**config.mk**
```make
export PLATFORM = sky130hd
export DESIGN_NAME = transfer_watchdog_generation_fence
export DESIGN_NICKNAME = d
export VERILOG_FILES = /design/src/twgf_pkg.sv /design/src/twgf_cfg.sv /design/src/twgf_core.sv /design/src/transfer_watchdog_generation_fence.sv
export VERILOG_INCLUDE_DIRS = /design/src /design/src/src
export SDC_FILE = /design/constraint.sdc
export NUM_CORES = 1
export LEC_CHECK = 0
export ABC_AREA = 0
export BUFFER_PORTS_ARGS = -buffer_cell sky130_fd_sc_hd__buf_2
export CAP_MARGIN = 20
export CORE_MARGIN = 2
export CORE_UTILIZATION = 54
export CTS_CLUSTER_DIAMETER = 120
export DETAILED_ROUTE_END_ITERATION = 6
export PLACE_DENSITY = 0.81
export SLEW_MARGIN = 15
export SYNTH_ARGS = -nofsm -noshare
export SYNTH_HDL_FRONTEND = slang
export SYNTH_HIERARCHICAL = 1
export SYNTH_SLANG_ARGS = --single-unit
```
**constraint.sdc**
```tcl
create_clock -name clk -period 4 [get_ports clk]
set_input_delay 0.4 -clock clk [delete_from_list [all_inputs] [get_ports clk]]
set_output_delay 0.4 -clock clk [all_outputs]
set_load 0.005 [all_outputs]
```
**src/transfer_watchdog_generation_fence_defines.svh**
```systemverilog
// Assertion macros for the transfer watchdog RTL.
`ifndef TRANSFER_WATCHDOG_GENERATION_FENCE_DEFINES_SVH
`define TRANSFER_WATCHDOG_GENERATION_FENCE_DEFINES_SVH
`ifndef SYNTHESIS
// Consequent checked in the cycle after the antecedent.
`define TWGF_ASSERT_NEXT(label, ante, cons, msg) \
	label: assert property (@(posedge clk) disable iff (!arst_n) (ante) |=> (cons)) \
		else $error(msg);
// Consequent checked in the same cycle as the antecedent.
`define TWGF_ASSERT_NOW(label, ante, cons, msg) \
	label: assert property (@(posedge clk) disable iff (!arst_n) (ante) |-> (cons)) \
		else $error(msg);
`else
`define TWGF_ASSERT_NEXT(label, ante, cons, msg)
`define TWGF_ASSERT_NOW(label, ante, cons, msg)
`endif
`endif

```
**src/twgf_pkg.sv**
```systemverilog
// Package with types, codes and widths of the transfer watchdog.
`default_nettype none
package twgf_pkg;

	localparam int NOW_W      = 32;
	localparam int TOTAL_W    = 32;
	localparam int XFER_W     = 31;
	localparam int TAG_W      = 16;
	localparam int OWNER_W    = 2;
	localparam int SITE_W     = 2;
	localparam int OP_W       = 3;
	localparam int CFG_IDX_W  = 2;
	localparam int CFG_DATA_W = 32;

	localparam int DEF_GEN_BITS = 16;

	// Register reset values
	localparam logic [NOW_W-1:0] MAX_DURATION_RST = 32'd7200;
	localparam logic [NOW_W-1:0] STALL_RST        = 32'd900;
	localparam logic signed [TOTAL_W-1:0] TOTAL_UNKNOWN = -32'sd1;

	// Opcodes
	localparam logic [OP_W-1:0] OP_BEGIN    = 3'd0;
	localparam logic [OP_W-1:0] OP_PROGRESS = 3'd1;
	localparam logic [OP_W-1:0] OP_END      = 3'd2;
	localparam logic [OP_W-1:0] OP_CANCEL   = 3'd3;
	localparam logic [OP_W-1:0] OP_CHECK    = 3'd4;
	localparam logic [OP_W-1:0] OP_RELEASE  = 3'd5;

	// Owners
	localparam logic [OWNER_W-1:0] OWNER_NONE    = 2'd0;
	localparam logic [OWNER_W-1:0] OWNER_CATALOG = 2'd1;
	localparam logic [OWNER_W-1:0] OWNER_BULK    = 2'd2;

	// Check sites
	localparam logic [SITE_W-1:0] SITE_ORCH    = 2'd0;
	localparam logic [SITE_W-1:0] SITE_CHART   = 2'd1;
	localparam logic [SITE_W-1:0] SITE_CATALOG = 2'd2;

	// Stuck reasons
	localparam logic [1:0] REASON_NONE     = 2'd0;
	localparam logic [1:0] REASON_DURATION = 2'd1;
	localparam logic [1:0] REASON_STALL    = 2'd2;

	// Reactions
	localparam logic [1:0] REACT_NONE          = 2'd0;
	localparam logic [1:0] REACT_PUMP          = 2'd1;
	localparam logic [1:0] REACT_ABORT_CHART   = 2'd2;
	localparam logic [1:0] REACT_ABORT_CATALOG = 2'd3;

	// Configuration register indexes
	localparam logic [CFG_IDX_W-1:0] CFG_MAX_DURATION = 2'd0;
	localparam logic [CFG_IDX_W-1:0] CFG_STALL        = 2'd1;

	typedef struct packed {
		logic [OP_W-1:0]           opcode;
		logic [NOW_W-1:0]          now_seconds;
		logic [OWNER_W-1:0]        owner_in;
		logic signed [TOTAL_W-1:0] total_bytes;
		logic [XFER_W-1:0]         transferred_bytes;
		logic [TAG_W-1:0]          generation_tag;
		logic                      ok;
		logic [SITE_W-1:0]         site;
	} req_item_t;

	typedef struct packed {
		logic                      accepted;
		logic                      in_progress;
		logic                      complete_flag;
		logic                      success_flag;
		logic [OWNER_W-1:0]        owner_out;
		logic [TAG_W-1:0]          generation_out;
		logic [XFER_W-1:0]         transferred_out;
		logic signed [TOTAL_W-1:0] total_out;
		logic [1:0]                stuck_reason;
		logic [1:0]                reaction;
	} rsp_item_t;

	typedef struct packed {
		logic [NOW_W-1:0] max_duration_seconds;
		logic [NOW_W-1:0] stall_seconds;
	} limits_t;

endpackage
`default_nettype wire

```
**src/twgf_cfg.sv**
```systemverilog
// Configuration registers for the watchdog time limits.
`default_nettype none
module twgf_cfg import twgf_pkg::*; (
	input  wire logic                  clk,
	input  wire logic                  arst_n,
	input  wire logic                  cfg_valid,
	output logic                       cfg_ready,
	input  wire logic [CFG_IDX_W-1:0]  cfg_index,
	input  wire logic [CFG_DATA_W-1:0] cfg_data,
	output limits_t                    limits
);

	logic [NOW_W-1:0] max_duration_q;
	logic [NOW_W-1:0] stall_q;

	// Writes are taken at any time
	assign cfg_ready = 1'b1;

	// Register write decode; unknown indexes are dropped
	always_ff @(posedge clk or negedge arst_n) begin
		if (!arst_n) begin
			max_duration_q <= MAX_DURATION_RST;
			stall_q        <= STALL_RST;
		end else if (cfg_valid && cfg_ready) begin
			unique case (cfg_index)
				CFG_MAX_DURATION: max_duration_q <= cfg_data[NOW_W-1:0];
				CFG_STALL:        stall_q        <= cfg_data[NOW_W-1:0];
				default: ;
			endcase
		end
	end

	assign limits.max_duration_seconds = max_duration_q;
	assign limits.stall_seconds        = stall_q;

endmodule
`default_nettype wire

```
**src/twgf_core.sv**
```systemverilog
// Slot state and single-pass event evaluation of the transfer watchdog.
`default_nettype none
`include "transfer_watchdog_generation_fence_defines.svh"
module twgf_core import twgf_pkg::*; #(
	parameter int GEN_BITS = DEF_GEN_BITS
) (
	input  wire logic      clk,
	input  wire logic      arst_n,
	input  wire logic      advance,
	input  wire req_item_t item,
	input  wire limits_t   limits,
	output rsp_item_t      result
);

	localparam int CMP_W = (GEN_BITS > TAG_W) ? GEN_BITS : TAG_W;

	logic [OWNER_W-1:0]        owner_q, owner_d;
	logic                      complete_q, complete_d;
	logic                      success_q, success_d;
	logic signed [TOTAL_W-1:0] total_q, total_d;
	logic [XFER_W-1:0]         xfer_q, xfer_d;
	logic [GEN_BITS-1:0]       gen_q, gen_d;
	logic [NOW_W-1:0]          begin_time_q, begin_time_d;
	logic [NOW_W-1:0]          last_prog_q, last_prog_d;

	logic                busy;
	logic                fence_ok;
	logic [GEN_BITS-1:0] gen_inc;
	logic [GEN_BITS-1:0] gen_bump;
	logic [NOW_W-1:0]    since_begin;
	logic [NOW_W-1:0]    since_prog;
	logic                dur_hit;
	logic                stall_hit;
	logic                accepted;
	logic [1:0]          reason;
	logic [1:0]          react;
	logic [CMP_W-1:0]    gen_ext;
	logic [CMP_W-1:0]    tag_ext;
	logic [CMP_W-1:0]    gen_d_ext;

	// Slot status and generation fence
	assign busy     = (owner_q != OWNER_NONE) && !complete_q;
	assign gen_ext  = CMP_W'(gen_q);
	assign tag_ext  = CMP_W'(item.generation_tag);
	assign fence_ok = (owner_q != OWNER_NONE) &&
		((item.generation_tag == '0) || (tag_ext == gen_ext));

	// Generation bump skips zero on wrap
	assign gen_inc  = gen_q + GEN_BITS'(1);
	assign gen_bump = (gen_inc == '0) ? GEN_BITS'(1) : gen_inc;

	// Elapsed-time limits; a timestamp in the past never counts
	assign since_begin = item.now_seconds - begin_time_q;
	assign since_prog  = item.now_seconds - last_prog_q;
	assign dur_hit   = (item.now_seconds >= begin_time_q) &&
		(since_begin >= limits.max_duration_seconds);
	assign stall_hit = (item.now_seconds >= last_prog_q) &&
		(since_prog >= limits.stall_seconds);

	// Next slot state per opcode
	always_comb begin
		owner_d      = owner_q;
		complete_d   = complete_q;
		success_d    = success_q;
		total_d      = total_q;
		xfer_d       = xfer_q;
		gen_d        = gen_q;
		begin_time_d = begin_time_q;
		last_prog_d  = last_prog_q;
		accepted     = 1'b0;
		reason       = REASON_NONE;
		unique case (item.opcode) inside
			OP_BEGIN: begin
				if (!busy && ((item.owner_in == OWNER_CATALOG) ||
						(item.owner_in == OWNER_BULK))) begin
					owner_d      = item.owner_in;
					complete_d   = 1'b0;
					success_d    = 1'b0;
					total_d      = TOTAL_UNKNOWN;
					xfer_d       = '0;
					gen_d        = gen_bump;
					begin_time_d = item.now_seconds;
					last_prog_d  = item.now_seconds;
					accepted     = 1'b1;
				end
			end
			OP_PROGRESS: begin
				if (fence_ok) begin
					if (item.transferred_bytes > xfer_q) begin
						xfer_d      = item.transferred_bytes;
						last_prog_d = item.now_seconds;
					end
					if (!item.total_bytes[TOTAL_W-1])
						total_d = item.total_bytes;
					accepted = 1'b1;
				end
			end
			OP_END: begin
				if (fence_ok) begin
					complete_d = 1'b1;
					success_d  = item.ok;
					accepted   = 1'b1;
				end
			end
			OP_CANCEL, OP_RELEASE: begin
				owner_d      = OWNER_NONE;
				complete_d   = 1'b0;
				success_d    = 1'b0;
				total_d      = TOTAL_UNKNOWN;
				xfer_d       = '0;
				begin_time_d = '0;
				last_prog_d  = '0;
				if (item.opcode == OP_CANCEL)
					gen_d = gen_bump;
				accepted     = 1'b1;
			end
			OP_CHECK: begin
				if (busy) begin
					if (dur_hit)
						reason = REASON_DURATION;
					else if (stall_hit)
						reason = REASON_STALL;
				end
				accepted = 1'b1;
			end
			default: ;
		endcase
	end

	// Reaction for the calling site
	always_comb begin
		react = REACT_NONE;
		if (reason != REASON_NONE) begin
			case (item.site)
				SITE_ORCH:    react = REACT_PUMP;
				SITE_CHART:   react = REACT_ABORT_CHART;
				SITE_CATALOG: react = REACT_ABORT_CATALOG;
				default:      react = REACT_NONE;
			endcase
		end
	end

	// Low bits of the generation after this event
	assign gen_d_ext = CMP_W'(gen_d);

	// Result reflects the state after this event
	always_comb begin
		result.accepted        = accepted;
		result.in_progress     = (owner_d != OWNER_NONE) && !complete_d;
		result.complete_flag   = complete_d;
		result.success_flag    = success_d;
		result.owner_out       = owner_d;
		result.generation_out  = gen_d_ext[TAG_W-1:0];
		result.transferred_out = xfer_d;
		result.total_out       = total_d;
		result.stuck_reason    = reason;
		result.reaction        = react;
	end

	// Slot state registers
	always_ff @(posedge clk or negedge arst_n) begin
		if (!arst_n) begin
			owner_q      <= OWNER_NONE;
			complete_q   <= 1'b0;
			success_q    <= 1'b0;
			total_q      <= TOTAL_UNKNOWN;
			xfer_q       <= '0;
			gen_q        <= '0;
			begin_time_q <= '0;
			last_prog_q  <= '0;
		end else if (advance) begin
			owner_q      <= owner_d;
			complete_q   <= complete_d;
			success_q    <= success_d;
			total_q      <= total_d;
			xfer_q       <= xfer_d;
			gen_q        <= gen_d;
			begin_time_q <= begin_time_d;
			last_prog_q  <= last_prog_d;
		end
	end

	`TWGF_ASSERT_NEXT(a_cancel_gen_nonzero, advance && (item.opcode == OP_CANCEL), gen_q != '0, "generation is zero after cancel")
	`TWGF_ASSERT_NEXT(a_release_keeps_gen, advance && (item.opcode == OP_RELEASE), $stable(gen_q), "release changed the generation")
	`TWGF_ASSERT_NEXT(a_busy_refuses_begin, advance && (item.opcode == OP_BEGIN) && busy, $stable(owner_q) && $stable(gen_q), "begin taken while busy")
	`TWGF_ASSERT_NEXT(a_xfer_monotonic, advance && ((item.opcode == OP_PROGRESS) || (item.opcode == OP_END)), xfer_q >= $past(xfer_q), "transferred count shrank")

endmodule
`default_nettype wire

```
**src/transfer_watchdog_generation_fence.sv**
```systemverilog
// An event taken into the input register is evaluated by the core; its result
// is registered when the stage advances, which waits on an undrained result.
// One event per cycle is sustained while rsp_ready stays high, bounded by the
// single state-update pass between the input register and the result register.
// Reset (arst_n low, asynchronous): slot cleared, generation 0,
// limits 7200 s and 900 s; no clearing pass is needed.
`default_nettype none
module transfer_watchdog_generation_fence import twgf_pkg::*; #(
	parameter int GEN_BITS = DEF_GEN_BITS
) (
	input  wire logic                  clk,
	input  wire logic                  arst_n,
	input  wire logic                  req_valid,
	output logic                       req_ready,
	input  wire req_item_t             req,
	output logic                       rsp_valid,
	input  wire logic                  rsp_ready,
	output rsp_item_t                  rsp,
	input  wire logic                  cfg_valid,
	output logic                       cfg_ready,
	input  wire logic [CFG_IDX_W-1:0]  cfg_index,
	input  wire logic [CFG_DATA_W-1:0] cfg_data
);

	logic      valid_s1;
	req_item_t item_s1;
	logic      rsp_valid_q;
	rsp_item_t rsp_q;
	rsp_item_t result;
	limits_t   limits;
	logic      advance;
	logic      req_fire;

	// Stage moves when the result register is free or being drained
	assign advance   = valid_s1 && (!rsp_valid_q || rsp_ready);
	assign req_ready = !valid_s1 || advance;
	assign req_fire  = req_valid && req_ready;

	twgf_cfg u_cfg (
		.clk       (clk),
		.arst_n    (arst_n),
		.cfg_valid (cfg_valid),
		.cfg_ready (cfg_ready),
		.cfg_index (cfg_index),
		.cfg_data  (cfg_data),
		.limits    (limits)
	);

	twgf_core #(
		.GEN_BITS (GEN_BITS)
	) u_core (
		.clk     (clk),
		.arst_n  (arst_n),
		.advance (advance),
		.item    (item_s1),
		.limits  (limits),
		.result  (result)
	);

	// Input stage control
	always_ff @(posedge clk or negedge arst_n) begin
		if (!arst_n) begin
			valid_s1 <= 1'b0;
		end else begin
			valid_s1 <= req_fire || (valid_s1 && !advance);
		end
	end

	// Input stage payload
	always_ff @(posedge clk) begin
		if (req_fire)
			item_s1 <= req;
	end

	// Result register control
	always_ff @(posedge clk or negedge arst_n) begin
		if (!arst_n) begin
			rsp_valid_q <= 1'b0;
		end else if (advance) begin
			rsp_valid_q <= 1'b1;
		end else if (rsp_ready) begin
			rsp_valid_q <= 1'b0;
		end
	end

	// Result register payload
	always_ff @(posedge clk) begin
		if (advance)
			rsp_q <= result;
	end

	assign rsp_valid = rsp_valid_q;
	assign rsp       = rsp_q;

endmodule
`default_nettype wire
```
==> flow_metrics.env <==
export IMPL_status="finished with violations"
export IMPL_violations="setup timing"
export IMPL_worst_pin_slew_ns=1.01
export IMPL_fin_crit_sh=1.11
export IMPL_syn_inst=1914
export IMPL_slew_violations=0
export IMPL_final_cell_mix="247 x buf_2, 208 x edfxtp_1, 192 x nand2_1"
export IMPL_drt_pass1_iterations=7
export IMPL_fillers=2801
export IMPL_synth_area_sq_um=21900
export IMPL_wl_mm=60.3
export IMPL_hold_viol_final=0
export IMPL_crit_slowest_cell="edfxtp_1"
export IMPL_grt_pass1_vias=17448
export IMPL_synth_nets=2236
export IMPL_setup_violations_final=4
export IMPL_route_detailed_drc=0
export IMPL_cp_max_fo=3
export IMPL_gp_congestion=0.948
export IMPL_fp_dieH_microns=206
export IMPL_clock_skew_ns=0.0171
export IMPL_worst_setup_path_start_kind="register"
export IMPL_rsz0062_at_grt="true"
export IMPL_vias=17180
export IMPL_cts_tree="yes"
export IMPL_fin_nets=2714
export IMPL_grt_usage=0.281
export IMPL_crit_buf_inv=1
export IMPL_power_leakage_uw=0.0123
export IMPL_crit_family="compound AO/OA/AOI/OAI gates"
export IMPL_multi_input_area_sq_um=9600
export IMPL_drt_iter0_drc=1332
export IMPL_path_cells="ha_4 > a211o_1 > a21o_1 > o41ai_4 > o311ai_4 > o21ba_4 > and4_4 > buf_6 > a31oi_4 > nor2_2 > xor2_1 > ha_1 > nand4_1 > nor4_4 > nand3_1 > o211ai_1 > o31ai_4 > nor3b_2"
export IMPL_syn_mean_instance_area_sq_um=11.5
export IMPL_grt_pass1_wl_mm=92.5
export IMPL_layout_commonest_cell="buf_2"
export IMPL_worstSetupPathType="register to register"
export IMPL_max_slew_margin=0.326
export IMPL_vias_per_cell=5.82
export IMPL_avgRoutedWirePerCell_microns=20.4
export IMPL_area_growth_pct=25.3
export IMPL_end_kind="register"
export IMPL_synth_cell_type_count=84
export IMPL_pre_cts_slack_ns=-0.618
export IMPL_async_flop_share=0.506
export IMPL_dp_hpwl_mm=40.9
export IMPL_grt_max_degree=76
export IMPL_slowest_delay_ns=0.44
export IMPL_clk_path_buf_depth=3
export IMPL_period_needed_ns=4.43
export IMPL_ir_worst_vdd_mv=0.295
export IMPL_yosysTopAreaCell="edfxtp_1"
export IMPL_coreArea_sq_um=39900
export IMPL_grt_remaining_overflow=0
export IMPL_clk_pin_slew_ns=0.06
export IMPL_synth_ff_type="edfxtp_1"
export IMPL_synth_top_area_frac=0.285
export IMPL_clk_latency_ns=0.58
export IMPL_start_util=0.550
export IMPL_ioPinCount=250
export IMPL_htree_levels=2
export IMPL_tns_ns=-1.56
export IMPL_powerDensity_nw_per_um2=522
export IMPL_port_buffers=248
export IMPL_maxCapViolations=0
export IMPL_antenna_found_initial=1
export IMPL_ys_seq_area_frac=0.530
export IMPL_ys_top_cells_by_area="edfxtp_1 28%, dfrtp_1 20%, ha_1 9.2%"
export IMPL_die_area_sq_um=42300
export IMPL_fmax_mhz=226
export IMPL_root_buffer="clkbuf_16"
export IMPL_regArea_sq_um=11600
export IMPL_drtAntennaViolNets=0
export IMPL_cp_arrival_ns=4.85
export IMPL_rows=73
export IMPL_die_x_microns=206
export IMPL_ys_ff_latch=421
export IMPL_hold_path_class="input port to register"
export IMPL_cts_sinks=421
export IMPL_layout_drive_gt1_share=0.272
export IMPL_synth_edf_count=208
export IMPL_ys_warn_count=6
export IMPL_cts_buffers=44
export IMPL_required_ns=4.42
export IMPL_fin_ws_ns=-0.426
routing by layer:
layer	vias to the layer above	GRT usage	wire length [microns]	part of all wire
met5	-	0	0	0
met4	0	0.121	2520	0.042
met3	159	0.0559	4280	0.071
met2	764	0.463	29200	0.49
met1	8342	0.363	24200	0.40
li1	7915	-	-	-
power by group:
group	internal (uW)	switching, uW
Sequential	5170	337
Combinational	2250	2480
Clock	2340	1780
Total	9760	4600
cells by family (layout without fill, tap and decap cells):
group / count (synthesis) / after routing / synth area share
xor gates and xnor gates: 92 / 92 / 0.0367
AOI/OAI and AO/OA: 436 / 436 / 0.148
adders and majority gates: 164 / 164 / 0.0942
buffers and inverters: 255 / 768 / 0.0480
muxes: 81 / 81 / 0.0408
other: 1 / 3 / 0.000171
DFF: 421 / 421 / 0.530
and+or+nand+nor: 464 / 464 / 0.102
state kept, by name, summed over array words and instances (netlist names):
signal / flops
u_core/gen_ext: 16
u_core/begin_time_q: 32
u_core/success_q: 1
u_core/total_q: 32
u_cfg/stall_q: 32
rsp_valid: 1
item_s1: 119
valid_s1: 1
u_core/complete_q: 1
u_core/xfer_q: 31
u_core/last_prog_q: 32
u_cfg/max_duration_q: 32
rsp: 89
u_core/owner_q: 2
worst paths after layout:
check | start | end | slack [ns] | cells past startpoint
max | item_s1[90] | rsp[3] | -0.43 | 18
min | req[44] | item_s1[44] | 0.02 | 1
max reg2reg | item_s1[90] | rsp[3] | -0.43 | 18
min reg2reg | u_core/begin_time_q[28] | u_core/begin_time_q[28] | 0.48 | 2
max in group asynchronous | arst_n | u_cfg/stall_q[29] | 2.62 | 3
min in group asynchronous | arst_n | u_cfg/max_duration_q[2] | 0.42 | 2
Yosys cell counts, types with 44 or more instances:
| library cell | n |
|---|---|
| a21o_1 | 81 |
| mux2_2 | 66 |
| edfxtp_1 | 208 |
| xor2_1 | 51 |
| clkbuf_1 | 44 |
| nor2_1 | 70 |
| dfrtp_1 | 173 |
| nand2_1 | 194 |
| a22o_1 | 84 |
| ha_1 | 162 |
| nand3_1 | 56 |
| inv_1 | 174 |
| a21oi_1 | 75 |
layout make-up:
| type | instances | share of cell area |
|---|---|---|
| timing repair buffer | 513 | 0.128 |
| clock buffer | 59 | 0.0443 |
| clock inverter | 22 | 0.00747 |
| multi-input combinational | 1238 | 0.349 |
| antenna | 2 | 0.000182 |
| inverter | 174 | 0.0238 |
| sequential | 421 | 0.423 |
| tap | 525 | 0.0239 |
metrics by stage:
step	std cells	util	instance area [sq um]	hold WS (ns)	power [uW]
3_5_place_dp	2766	0.621	24800	0.464	9900
4_1_cts	2944	0.683	27200	0.000638	14200
3_3_place_gp	2765	0.620	24700	0.456	9700
5_1_grt	2953	0.688	27500	0.000528	15100
2_1_floorplan	1914	-	22000	0.104	8260
6_report	2954	0.688	27500	0.0203	14400
timing repair:
item / CTS / global route
hold endpoints to repair: 153 / 1
hold buffers: 93 / 1
pin swaps: 15 / 27
setup buffers: 4 / 7
gates resized for setup: 17 / 40
setup endpoints to repair: 4 / 4
(Power assumes the default switching activity.)
